==> src/rtl/ist_pkg.sv <==
// Package for the insert statement tokenizer.
// Holds the result and state types, the result kind and status codes,
// and the keyword character tables. No dependencies.
package ist_pkg;

   localparam logic [2:0] KIND_TABLE_CHAR = 3'd0;
   localparam logic [2:0] KIND_TABLE_END  = 3'd1;
   localparam logic [2:0] KIND_COL_CHAR   = 3'd2;
   localparam logic [2:0] KIND_COL_END    = 3'd3;
   localparam logic [2:0] KIND_VAL_CHAR   = 3'd4;
   localparam logic [2:0] KIND_VAL_END    = 3'd5;
   localparam logic [2:0] KIND_STATUS     = 3'd6;

   localparam logic [1:0] ST_SUCCESS  = 2'd0;
   localparam logic [1:0] ST_SYNTAX   = 2'd1;
   localparam logic [1:0] ST_UNKNOWN  = 2'd2;
   localparam logic [1:0] ST_NO_KEYWD = 2'd3;

   localparam logic [1:0] PFX_NONE   = 2'd0;
   localparam logic [1:0] PFX_INSERT = 2'd1;
   localparam logic [1:0] PFX_SELECT = 2'd2;

   localparam logic [3:0] INSERT_LEN  = 4'd12;
   localparam logic [3:0] SELECT_LEN  = 4'd7;
   localparam logic [3:0] KEYWORD_LEN = 4'd6;

   localparam logic [7:0] CH_NUL    = 8'h00;
   localparam logic [7:0] CH_SPACE  = 8'h20;
   localparam logic [7:0] CH_OPEN   = 8'h28;
   localparam logic [7:0] CH_CLOSE  = 8'h29;
   localparam logic [7:0] CH_COMMA  = 8'h2C;
   localparam logic [7:0] CH_LOW_I  = 8'h69;
   localparam logic [7:0] CH_LOW_S  = 8'h73;

   typedef enum logic [7:0] {
      PH_PREFIX  = 8'b0000_0001,
      PH_TABLE   = 8'b0000_0010,
      PH_COLSEEK = 8'b0000_0100,
      PH_COLS    = 8'b0000_1000,
      PH_KEYWORD = 8'b0001_0000,
      PH_VALSEEK = 8'b0010_0000,
      PH_VALS    = 8'b0100_0000,
      PH_DONE    = 8'b1000_0000
   } phase_type;

   typedef struct packed {
      phase_type  phase;
      logic [3:0] match_pos;
      logic [1:0] prefix_kind;
      logic       reported;
   } state_type;

   typedef struct packed {
      logic [2:0] kind;
      logic [7:0] ch_out;
      logic [1:0] status;
      logic       is_select;
      logic       last;
   } result_type;

   // Positions past the end of a word give NUL, which never matches a live character.
   function automatic logic [7:0] insert_char(input logic [3:0] idx);
      case (idx)
         4'd0:    insert_char = 8'h69; // i
         4'd1:    insert_char = 8'h6E; // n
         4'd2:    insert_char = 8'h73; // s
         4'd3:    insert_char = 8'h65; // e
         4'd4:    insert_char = 8'h72; // r
         4'd5:    insert_char = 8'h74; // t
         4'd6:    insert_char = 8'h20;
         4'd7:    insert_char = 8'h69; // i
         4'd8:    insert_char = 8'h6E; // n
         4'd9:    insert_char = 8'h74; // t
         4'd10:   insert_char = 8'h6F; // o
         4'd11:   insert_char = 8'h20;
         default: insert_char = CH_NUL;
      endcase
   endfunction

   function automatic logic [7:0] select_char(input logic [3:0] idx);
      case (idx)
         4'd0:    select_char = 8'h73; // s
         4'd1:    select_char = 8'h65; // e
         4'd2:    select_char = 8'h6C; // l
         4'd3:    select_char = 8'h65; // e
         4'd4:    select_char = 8'h63; // c
         4'd5:    select_char = 8'h74; // t
         4'd6:    select_char = 8'h20;
         default: select_char = CH_NUL;
      endcase
   endfunction

   function automatic logic [7:0] keyword_char(input logic [3:0] idx);
      case (idx)
         4'd0:    keyword_char = 8'h76; // v
         4'd1:    keyword_char = 8'h61; // a
         4'd2:    keyword_char = 8'h6C; // l
         4'd3:    keyword_char = 8'h75; // u
         4'd4:    keyword_char = 8'h65; // e
         4'd5:    keyword_char = 8'h73; // s
         default: keyword_char = CH_NUL;
      endcase
   endfunction

endpackage

==> src/rtl/ist_step.sv <==
// Per-character step of the tokenizer: next parser state and up to two results.
// Purely combinational. Depends on ist_pkg.
module ist_step
   import ist_pkg::*;
(
   input  state_type  cur_st,
   input  logic [7:0] ch,
   output state_type  nxt_st,
   output result_type res0,
   output result_type res1,
   output logic [1:0] res_cnt
);

   state_type  rst_st;
   logic [3:0] mp_inc;

   assign rst_st = '{phase: PH_PREFIX, match_pos: 4'd0, prefix_kind: PFX_NONE, reported: 1'b0};
   assign mp_inc = 4'(cur_st.match_pos + 4'd1);

   always_comb begin
      nxt_st  = cur_st;
      res0    = '0;
      res1    = '0;
      res_cnt = 2'd0;

      if (ch == CH_NUL) begin
         if (!cur_st.reported) begin
            res0.kind = KIND_STATUS;
            res_cnt   = 2'd1;
            if (cur_st.phase == PH_PREFIX) begin
               res0.status = ST_UNKNOWN;
            end else if (cur_st.phase == PH_KEYWORD && cur_st.match_pos != 4'd0) begin
               res0.status = ST_NO_KEYWD;
            end else begin
               res0.status = ST_SYNTAX;
            end
         end
         nxt_st = rst_st;
      end else begin
         case (cur_st.phase)
            PH_PREFIX: begin
               if (cur_st.match_pos == 4'd0) begin
                  if (ch == CH_LOW_I) begin
                     nxt_st.prefix_kind = PFX_INSERT;
                     nxt_st.match_pos   = 4'd1;
                  end else if (ch == CH_LOW_S) begin
                     nxt_st.prefix_kind = PFX_SELECT;
                     nxt_st.match_pos   = 4'd1;
                  end else begin
                     res0.kind = KIND_STATUS;
                     res0.status = ST_UNKNOWN;
                     res_cnt = 2'd1;
                     nxt_st.phase = PH_DONE;
                     nxt_st.reported = 1'b1;
                  end
               end else if (cur_st.prefix_kind == PFX_INSERT) begin
                  if (insert_char(cur_st.match_pos) != ch) begin
                     res0.kind = KIND_STATUS;
                     res0.status = ST_UNKNOWN;
                     res_cnt = 2'd1;
                     nxt_st.phase = PH_DONE;
                     nxt_st.reported = 1'b1;
                  end else if (mp_inc == INSERT_LEN) begin
                     nxt_st.phase = PH_TABLE;
                     nxt_st.match_pos = 4'd0;
                  end else begin
                     nxt_st.match_pos = mp_inc;
                  end
               end else begin
                  res0.kind = KIND_STATUS;
                  res_cnt = 2'd1;
                  if (select_char(cur_st.match_pos) != ch) begin
                     res0.status = ST_UNKNOWN;
                     nxt_st.phase = PH_DONE;
                     nxt_st.reported = 1'b1;
                  end else if (mp_inc == SELECT_LEN) begin
                     res0.is_select = 1'b1;
                     nxt_st.match_pos = 4'd0;
                     nxt_st.phase = PH_DONE;
                     nxt_st.reported = 1'b1;
                  end else begin
                     res_cnt = 2'd0;
                     nxt_st.match_pos = mp_inc;
                  end
               end
            end
            PH_TABLE: begin
               res_cnt = 2'd1;
               if (ch == CH_SPACE) begin
                  res0.kind = KIND_TABLE_END;
                  nxt_st.phase = PH_COLSEEK;
               end else begin
                  res0.kind = KIND_TABLE_CHAR;
                  res0.ch_out = ch;
               end
            end
            PH_COLSEEK: begin
               if (ch == CH_OPEN) begin
                  nxt_st.phase = PH_COLS;
               end
            end
            PH_COLS: begin
               if (ch == CH_CLOSE) begin
                  res0.kind = KIND_COL_END;
                  res_cnt = 2'd1;
                  nxt_st.phase = PH_KEYWORD;
                  nxt_st.match_pos = 4'd0;
               end else if (ch == CH_COMMA) begin
                  res0.kind = KIND_COL_END;
                  res_cnt = 2'd1;
               end else if (ch != CH_SPACE) begin
                  res0.kind = KIND_COL_CHAR;
                  res0.ch_out = ch;
                  res_cnt = 2'd1;
               end
            end
            PH_KEYWORD: begin
               if (!(cur_st.match_pos == 4'd0 && ch == CH_SPACE)) begin
                  if (keyword_char(cur_st.match_pos) != ch) begin
                     res0.kind = KIND_STATUS;
                     res0.status = ST_NO_KEYWD;
                     res_cnt = 2'd1;
                     nxt_st.phase = PH_DONE;
                     nxt_st.reported = 1'b1;
                  end else if (mp_inc == KEYWORD_LEN) begin
                     nxt_st.match_pos = 4'd0;
                     nxt_st.phase = PH_VALSEEK;
                  end else begin
                     nxt_st.match_pos = mp_inc;
                  end
               end
            end
            PH_VALSEEK: begin
               if (ch == CH_OPEN) begin
                  nxt_st.phase = PH_VALS;
               end
            end
            PH_VALS: begin
               if (ch == CH_CLOSE) begin
                  res0.kind = KIND_VAL_END;
                  res1.kind = KIND_STATUS;
                  res1.status = ST_SUCCESS;
                  res_cnt = 2'd2;
                  nxt_st.phase = PH_DONE;
                  nxt_st.reported = 1'b1;
               end else if (ch == CH_COMMA) begin
                  res0.kind = KIND_VAL_END;
                  res_cnt = 2'd1;
               end else if (ch != CH_SPACE) begin
                  res0.kind = KIND_VAL_CHAR;
                  res0.ch_out = ch;
                  res_cnt = 2'd1;
               end
            end
            default: begin
            end
         endcase
      end

      res0.last = (res_cnt == 2'd1);
      res1.last = 1'b1;
   end

endmodule

==> src/rtl/insert_statement_tokenizer.sv <==
// Insert statement tokenizer, top level: input register, parser step, result queue.
// An accepted character passes the input register and the result queue before its first result is offered.
// Throughput: one character per cycle while the queue has room for two results; a
// character with two results offers them in turn through the single result port of a 4-entry queue.
// Reset (synchronous, active high) empties the pipeline and returns the parser
// to prefix matching. Depends on ist_pkg and ist_step.
module insert_statement_tokenizer
   import ist_pkg::*;
(
   input  logic       clock,
   input  logic       reset,
   input  logic       req_valid,
   output logic       req_ready,
   input  logic [7:0] req_ch,
   output logic       rsp_valid,
   input  logic       rsp_ready,
   output logic [2:0] rsp_kind,
   output logic [7:0] rsp_ch_out,
   output logic [1:0] rsp_status,
   output logic       rsp_is_select,
   output logic       rsp_last
);

   logic       in_vld_ff, in_vld_in;
   logic [7:0] in_ch_ff;
   state_type  st_ff, st_in;
   result_type res0, res1, head;
   logic [1:0] res_cnt;
   logic       proc, pop;
   logic [2:0] push_n;

   result_type q_ff [4];
   logic [1:0] wr_ptr_ff, wr_ptr_in;
   logic [1:0] rd_ptr_ff, rd_ptr_in;
   logic [2:0] cnt_ff, cnt_in;

   ist_step u_step (
      .cur_st (st_ff),
      .ch     (in_ch_ff),
      .nxt_st (st_in),
      .res0   (res0),
      .res1   (res1),
      .res_cnt(res_cnt)
   );

   // an item is stepped only when the queue has room for two results
   assign proc      = in_vld_ff && (cnt_ff <= 3'd2);
   assign req_ready = !in_vld_ff || proc;
   assign in_vld_in = req_valid || (in_vld_ff && !proc);

   assign pop       = rsp_valid && rsp_ready;
   assign push_n    = proc ? {1'b0, res_cnt} : 3'd0;
   assign cnt_in    = 3'(cnt_ff + push_n - {2'b00, pop});
   assign wr_ptr_in = 2'(wr_ptr_ff + push_n[1:0]);
   assign rd_ptr_in = 2'(rd_ptr_ff + {1'b0, pop});

   assign head          = q_ff[rd_ptr_ff];
   assign rsp_valid     = (cnt_ff != 3'd0);
   assign rsp_kind      = head.kind;
   assign rsp_ch_out    = head.ch_out;
   assign rsp_status    = head.status;
   assign rsp_is_select = head.is_select;
   assign rsp_last      = head.last;

   always_ff @(posedge clock) begin
      if (reset) begin
         in_vld_ff <= 1'b0;
         st_ff     <= '{phase: PH_PREFIX, match_pos: 4'd0, prefix_kind: PFX_NONE,
                        reported: 1'b0};
         wr_ptr_ff <= 2'd0;
         rd_ptr_ff <= 2'd0;
         cnt_ff    <= 3'd0;
      end else begin
         in_vld_ff <= in_vld_in;
         if (proc) begin
            st_ff <= st_in;
         end
         wr_ptr_ff <= wr_ptr_in;
         rd_ptr_ff <= rd_ptr_in;
         cnt_ff    <= cnt_in;
      end
   end

   always_ff @(posedge clock) begin
      if (req_ready) begin
         in_ch_ff <= req_ch;
      end
      if (proc && res_cnt != 2'd0) begin
         q_ff[wr_ptr_ff] <= res0;
      end
      if (proc && res_cnt == 2'd2) begin
         q_ff[2'(wr_ptr_ff + 2'd1)] <= res1;
      end
   end

   a_cnt_bound: assert property (@(posedge clock) disable iff (reset)
      cnt_ff <= 3'd4)
      else $error("result queue overfilled");

   a_pair_queued: assert property (@(posedge clock) disable iff (reset)
      rsp_valid && !rsp_last |-> cnt_ff >= 3'd2)
      else $error("non-last result offered without its partner queued");

   a_pair_push: assert property (@(posedge clock) disable iff (reset)
      proc && res_cnt == 2'd2 && !pop |=> cnt_ff == 3'($past(cnt_ff) + 3'd2))
      else $error("two-result item not fully queued");

   a_status_fields: assert property (@(posedge clock) disable iff (reset)
      rsp_valid && rsp_kind != KIND_STATUS |-> rsp_status == ST_SUCCESS && !rsp_is_select)
      else $error("status fields set on a token result");

endmodule

==> config.mk <==
export PLATFORM = sky130hd
export DESIGN_NAME = insert_statement_tokenizer
export DESIGN_NICKNAME = d
export VERILOG_FILES = /design/src/rtl/ist_pkg.sv /design/src/rtl/ist_step.sv /design/src/rtl/insert_statement_tokenizer.sv
export SDC_FILE = /design/constraint.sdc
export NUM_CORES = 1
export LEC_CHECK = 0
export BUFFER_PORTS_ARGS = -buffer_cell sky130_fd_sc_hd__buf_2
export CORE_ASPECT_RATIO = 1.4
export CORE_UTILIZATION = 67
export DETAILED_ROUTE_END_ITERATION = 10
export PLACE_DENSITY_LB_ADDON = 0.3
export SETUP_SLACK_MARGIN = 0.5
export SYNTH_ARGS = -nofsm -noshare
export SYNTH_HDL_FRONTEND = slang
export SYNTH_SLANG_ARGS = --single-unit
==> constraint.sdc <==
create_clock -name clock -period 11.6 [get_ports clock]
set_clock_uncertainty 0.1 [all_clocks]
set_input_delay 2.32 -clock clock [delete_from_list [all_inputs] [get_ports clock]]
set_output_delay 2.32 -clock clock [all_outputs]
set_load 0.005 [all_outputs]
# Yosys cells after proc, flatten, opt, wreduce, memory -nomap -nowiden
# Memories as Yosys holds them, arrays and structs flattened. A register that Yosys moved wholly into a read port is not among the register bits.
# Index checks and enable logic that the tools add are counted.
[word_totals]
ff_bits = 31
mem_bits_rw = 60
romBits = 112
inputBits = 12
word_cells = 214
memories = 2
[mem_list]
columns = ["memory", "words", "width", "rd", "rd_clocked_by_memory_dff", "wr", "line_no", "rtl"]
rows = [
  ["(name not given)", 16, 7, 1, 1, 0, "ist_pkg.sv:63", "case (idx)"],
  ["q_ff", 4, 15, 1, 1, 2, "insert_statement_tokenizer.sv:32", "result_type q_ff [4];"],
]
[op_classes]
addsub = 6
order_cmp = 1
n_eq_ne = 46
mux = 123
reduce_logical = 27
[op_table]
columns = ["operator", "n"]
rows = [
  ["$mux 8", 29],
  ["$pmux 8 s7", 1],
  ["$mux 12", 4],
  ["$mux 2", 24],
  ["$mux 3", 16],
  ["$pmux 7 s6", 1],
  ["$eq 8x6->1 const B", 5],
  ["$pmux 7 s5", 1],
  ["$mux 4", 8],
  ["$mux 1", 28],
  ["$eq 8x7->1 const B", 3],
  ["$ne 8x8->1", 3],
  ["$pmux 8 s3", 1],
  ["$eq 4x3->1 const B", 5],
  ["$ne 5x4->1 const B", 4],
  ["$mux 15", 1],
  ["$ne 3x1->1 const B", 5],
  ["$pmux 3 s5", 1],
  ["$reduce_and 13->1", 1],
  ["$mux 6", 2],
  ["$ne 4x3->1 const B", 3],
  ["$ne 6x5->1 const B", 2],
  ["$pmux 4 s3", 1],
  ["$reduce_bool 4->1", 3],
  ["36 further kinds", 51],
]

# Depth between registers and ports, before layout
[logic_depth]
word_depth = 17
mapped_depth = 16
depth_no_buf = 15

# Modules after synthesis
# Synthesis repeated with hierarchy kept, for this count alone.
[unflattened]
cells_unflattened = 608
area_unflattened_um2 = 6324.8
[modules_own_cells]
columns = ["module", "instances", "cells_per_inst", "area_per_inst_um2", "seq_area_each_um2"]
rows = [
  ["insert_statement_tokenizer", 1, 285, 4260.3, 2502.4],
  ["ist_step", 1, 323, 2064.5, 0.0],
]

# Worst setup path after synthesis
# No wires, ideal clock.
[synth_path]
path_kind = "reg-to-output"
startpoint = "reg, netlist name rd_ptr_ff[0]"
endpoint = "out rsp_ch_out[0]"
arrival_time_ns = 1.770
t_required_ns = 9.180
slack_ns = 7.410
path_stages_with_launch = 4
path_buffers = 2
path_cell_list = "dfxtp_1 clkbuf_1 buf_1 mux4_2"
[synth_rtl]
columns = ["element", "line_no", "rtl"]
rows = [
  ["end, declared", "insert_statement_tokenizer.sv:18", "output logic [7:0] rsp_ch_out,"],
]

==> implementation parameters <==
Parameter                              Value

Floorplan
  Height of the chip ... 112 µm
  Initial Utilization ... 70.1%
  Number of primary I/O pins ... 29
  Die W ... 80.7 µm
  Core Area ... 8300 µm²
  Row count ... 39
  Die outline area ... 9060 µm²

Synth
  Main combinational cell family by area after synthesis ... simple AND/OR/NAND/NOR gates
  Fraction of registers with async set/reset ... 0%
  Post-synth cell types ... 79
  Netlist Area Pre-Place ... 5810 µm²
  Synthesis-stage register bit count ... 98
  Top post-synthesis cells by area ... dfxtp_1 (28%), mux2i_1 (9.1%), edfxtp_1 (8.3%)
  Post-synth top area share ... 28.2%
  Mean Syn Cell Area ... 9.21 µm²
  Post-synthesis compound-gate area fraction ... 14.1%
  Post-synthesis cell type with the largest combined area ... dfxtp_1
  Area fraction in and, or, nand and nor cells after synthesis ... 22.4%
  Share of the yosys chip area belonging to registers ... 36.5%
  Multiplexer area fraction after synthesis ... 15.5%
  Post-Synthesis Net Count ... 657
  Number of warnings reported in the yosys synthesis log ... 0
  Synthesized instance count ... 631
  Post-synth EDFFs ... 16
  Post-synth top flop ... dfxtp_1
  Adder-cell share of the synthesized area ... 3.14%
  Area share of xor/xnor cells in the synthesized design ... 3.16%

Final layout
  Area growth syn-to-layout ... 6.46%
  Final core utilization ... 74.6%
  Filler Cell Count ... 583
  Share of cells above drive strength 1 ... 12.8%
  Diodes inserted ... 0
  Final design area excluding fillers ... 6190 µm²
  Post-layout instance count excluding filler cells ... 736
  Number of nets in the layout ... 655

Global route
  GRT Max-Usage Layer ... met2
  Overall overflow remaining after global route ... 0
  Number of antenna violations at the first check in global routing ... 0
  Largest net degree at the start of global routing ... 24
  First-pass GRT wire length ... 23.4 mm
  GR Util met1 ... 36.8%
  Met3 GRT Util ... 6.50%
  Number of global-route vias before repair ... 4882
  Total routing resource utilization after global routing ... 33.8%
  Global-route track usage on met2 ... 60.3%

Timing
  RSZ-0062 raised after global routing ... no
  Final worst path period need ... 4.59 ns
  Slew at the pin with the worst max-slew slack ... 1.09 ns
  Final worst path period share ... 39.5%
  Max Clk Rate ... 218 MHz
  Total of endpoints with negative setup slack in the final report ... 0
  Final number of max-transition violations ... 0
  Max-slew headroom at the worst pin ... 27.3%
  Setup TNS after final layout ... 0 ns
  Final Hold Violating Endpoints ... 0

Pwr
  Power share of the combinational group ... 22.9%
  Sequential power share ... 44.8%
  Standby leakage power ... 2.39 nW
  Power per cell area ... 150 nW/µm²
  Switching part of the total power ... 31.4%
  Internal portion of total power ... 0.635 mW
  Net Switching ... 0.290 mW
  Worst supply voltage drop on vdd ... 0.160 mV
  Fraction of power consumed by the clock network ... 32.3%

Clock tree
  Number of hold buffers added after CTS ... 0
  Maximum clock path buffer count ... 2
  H-tree Lvls ... 3
  Cells resized by post-CTS repair ... 0
  CTS tree ... yes
  Clock buffers created by TritonCTS ... 9
  Setup fix buffers added after clock tree synthesis ... 0
  Clock-pin slew of the registers on the worst-case setup and hold paths ... 0.06 ns
  Clock Latency Late Sink ... 0.36 ns
  CTS sink count ... 98
  Clock root buffer ... clkbuf_16

Drt
  Vias per inst ... 6.66
  Drt pass-1 iters ... 5
  DRT antenna net count ... 0
  Remaining design rule violation count ... 0
  Total via count in the routed design ... 4905
  Total routed wirelength ... 14.5 mm
  Mean routed wirelength per cell ... 19.7 µm
  Iteration-0 DRC Markers ... 276

Place
  Dpl cells ... 720
  Weighted congestion at the end of routability-driven global placement ... 0.992
  Post-DP Area ... 5890 µm²
  # port buffers ... 28
  Detailed-placement wirelength estimate ... 9.91 mm

Flow run
  Number of violations of the max-capacitance limit ... 0

Setup path
  Element type at the critical path end ... output pin
  WS Path Type ... flip-flop to output pin
  Max Fanout on Critical Path ... 16
  Arrival time of the worst setup path ... 2.17 ns
  Required time at the worst-slack endpoint ... 9.18 ns
  Launching element type of the critical path ... flip-flop

Hold path
  Type of the most critical hold path ... flip-flop to flip-flop

Outcome
  Outcome ... complete, no violations
-- registers in the layout, indices dropped and copies added, names as in the netlist, named ones only --
signal     flops
in_vld_ff      1
in_ch_ff       8
cnt_ff         3
q_ff          60
st_ff         15
rd_ptr_ff      2
wr_ptr_ff      2
-- worst max-delay path, cell delays in order, from the launching register on --
cell     delay, ns
dfxtp_1       1.04
mux4_2        0.62
buf_2         0.15
-- metal layers --
metal | vias up | routed length [µm]
met5 | - | 0
met4 | 0 | 670
met3 | 61 | 868
met2 | 227 | 7490
met1 | 2333 | 5440
li1 | 2284 | -
-- power groups by stage --
stage | clock [mW] | combinational (mW) | sequential, mW
detailed placement | 0 | 0.206 | 0.421
floorplan | 0 | 0.187 | 0.388
CTS | 0.300 | 0.210 | 0.414
finish | 0.299 | 0.212 | 0.415
global placement | 0 | 0.198 | 0.419
global route | 0.314 | 0.235 | 0.419
-- layout by cell type, fill, tap and decap left out, drive strengths merged, types with 4 or more instances in the layout --
master	synthesis	routed
dfxtp	82	82
nor3	12	12
xor2	7	7
and2	13	13
nor4	6	6
o31ai	4	4
inv	23	24
mux2i	54	54
a21o	4	4
nand4	13	13
nand3b	5	5
o2bb2ai	5	5
o21ai	22	22
ha	13	13
buf	21	30
or3	11	11
edfxtp	16	16
o211ai	4	4
nand2b	7	7
clkinv	1	4
a211oi	10	10
clkbuf	22	12
mux4	15	15
nand3	11	11
and3	6	6
xnor2	14	14
a21oi	25	25
nand2	45	45
nor2	86	86
nor2b	12	12
-- cell families after synthesis --
family | Yosys count
DFF | 98
buffers and inverters | 67
and+or+nand+nor | 251
adders and majority gates | 14
muxes | 70
AOI/OAI and AO/OA | 110
xor gates and xnor gates | 21
-- cells in the mapped netlist, types with 4 or more instances --
| master | n |
|---|---|
| nand2_1 | 45 |
| clkbuf_1 | 22 |
| buf_2 | 10 |
| xor2_1 | 7 |
| or3_1 | 11 |
| a211oi_1 | 8 |
| a21oi_1 | 23 |
| nand3_1 | 11 |
| inv_1 | 21 |
| o21ai_0 | 22 |
| nand2b_1 | 7 |
| nor2_1 | 86 |
| dfxtp_1 | 82 |
| o2bb2ai_1 | 5 |
| nor3_1 | 9 |
| nand3b_1 | 5 |
| nor4_1 | 5 |
| mux4_2 | 15 |
| a21o_1 | 4 |
| buf_4 | 6 |
| edfxtp_1 | 16 |
| mux2i_1 | 53 |
| nor2b_1 | 12 |
| xnor2_1 | 14 |
| nand4_1 | 13 |
| and2_1 | 13 |
| ha_1 | 13 |
| and3_1 | 6 |
-- final cells by class --
type                            count  area (µm²)  area share [%]
Multi-Input combinational cell    466        3390            54.9
Clock buffer                       12         268            4.33
Timing Repair Buffer               30         155            2.51
Clock inverter                      4        31.3           0.505
Inverter                           24        90.1            1.46
Sequential cell                    98        2120            34.3
Tap cell                          102         128            2.06
-- per-stage QoR --
stage                     total power [mW]  hold slack (ns)  setup WS, ns
after floorplan                      0.575            0.350          7.41
after global placement               0.617            0.367          7.33
after detailed placement             0.627            0.379          7.28
after CTS                            0.924            0.395          6.98
after global routing                 0.968            0.418          6.89
final                                0.925            0.390          7.01
-- worst paths after layout --
kind / startpoint / slack (ns) / to / cells after the start
hold reg to reg: q_ff[2][6] / 0.39 / q_ff[2][6] / 2
hold / removal: q_ff[2][6] / 0.39 / q_ff[2][6] / 2
setup reg to reg: st_ff[3] / 7.10 / cnt_ff[2] / 15
setup / recovery: rd_ptr_ff[0] / 7.01 / rsp_status[0] / 2
No activity file was read; power rests on OpenSTA's default activity.
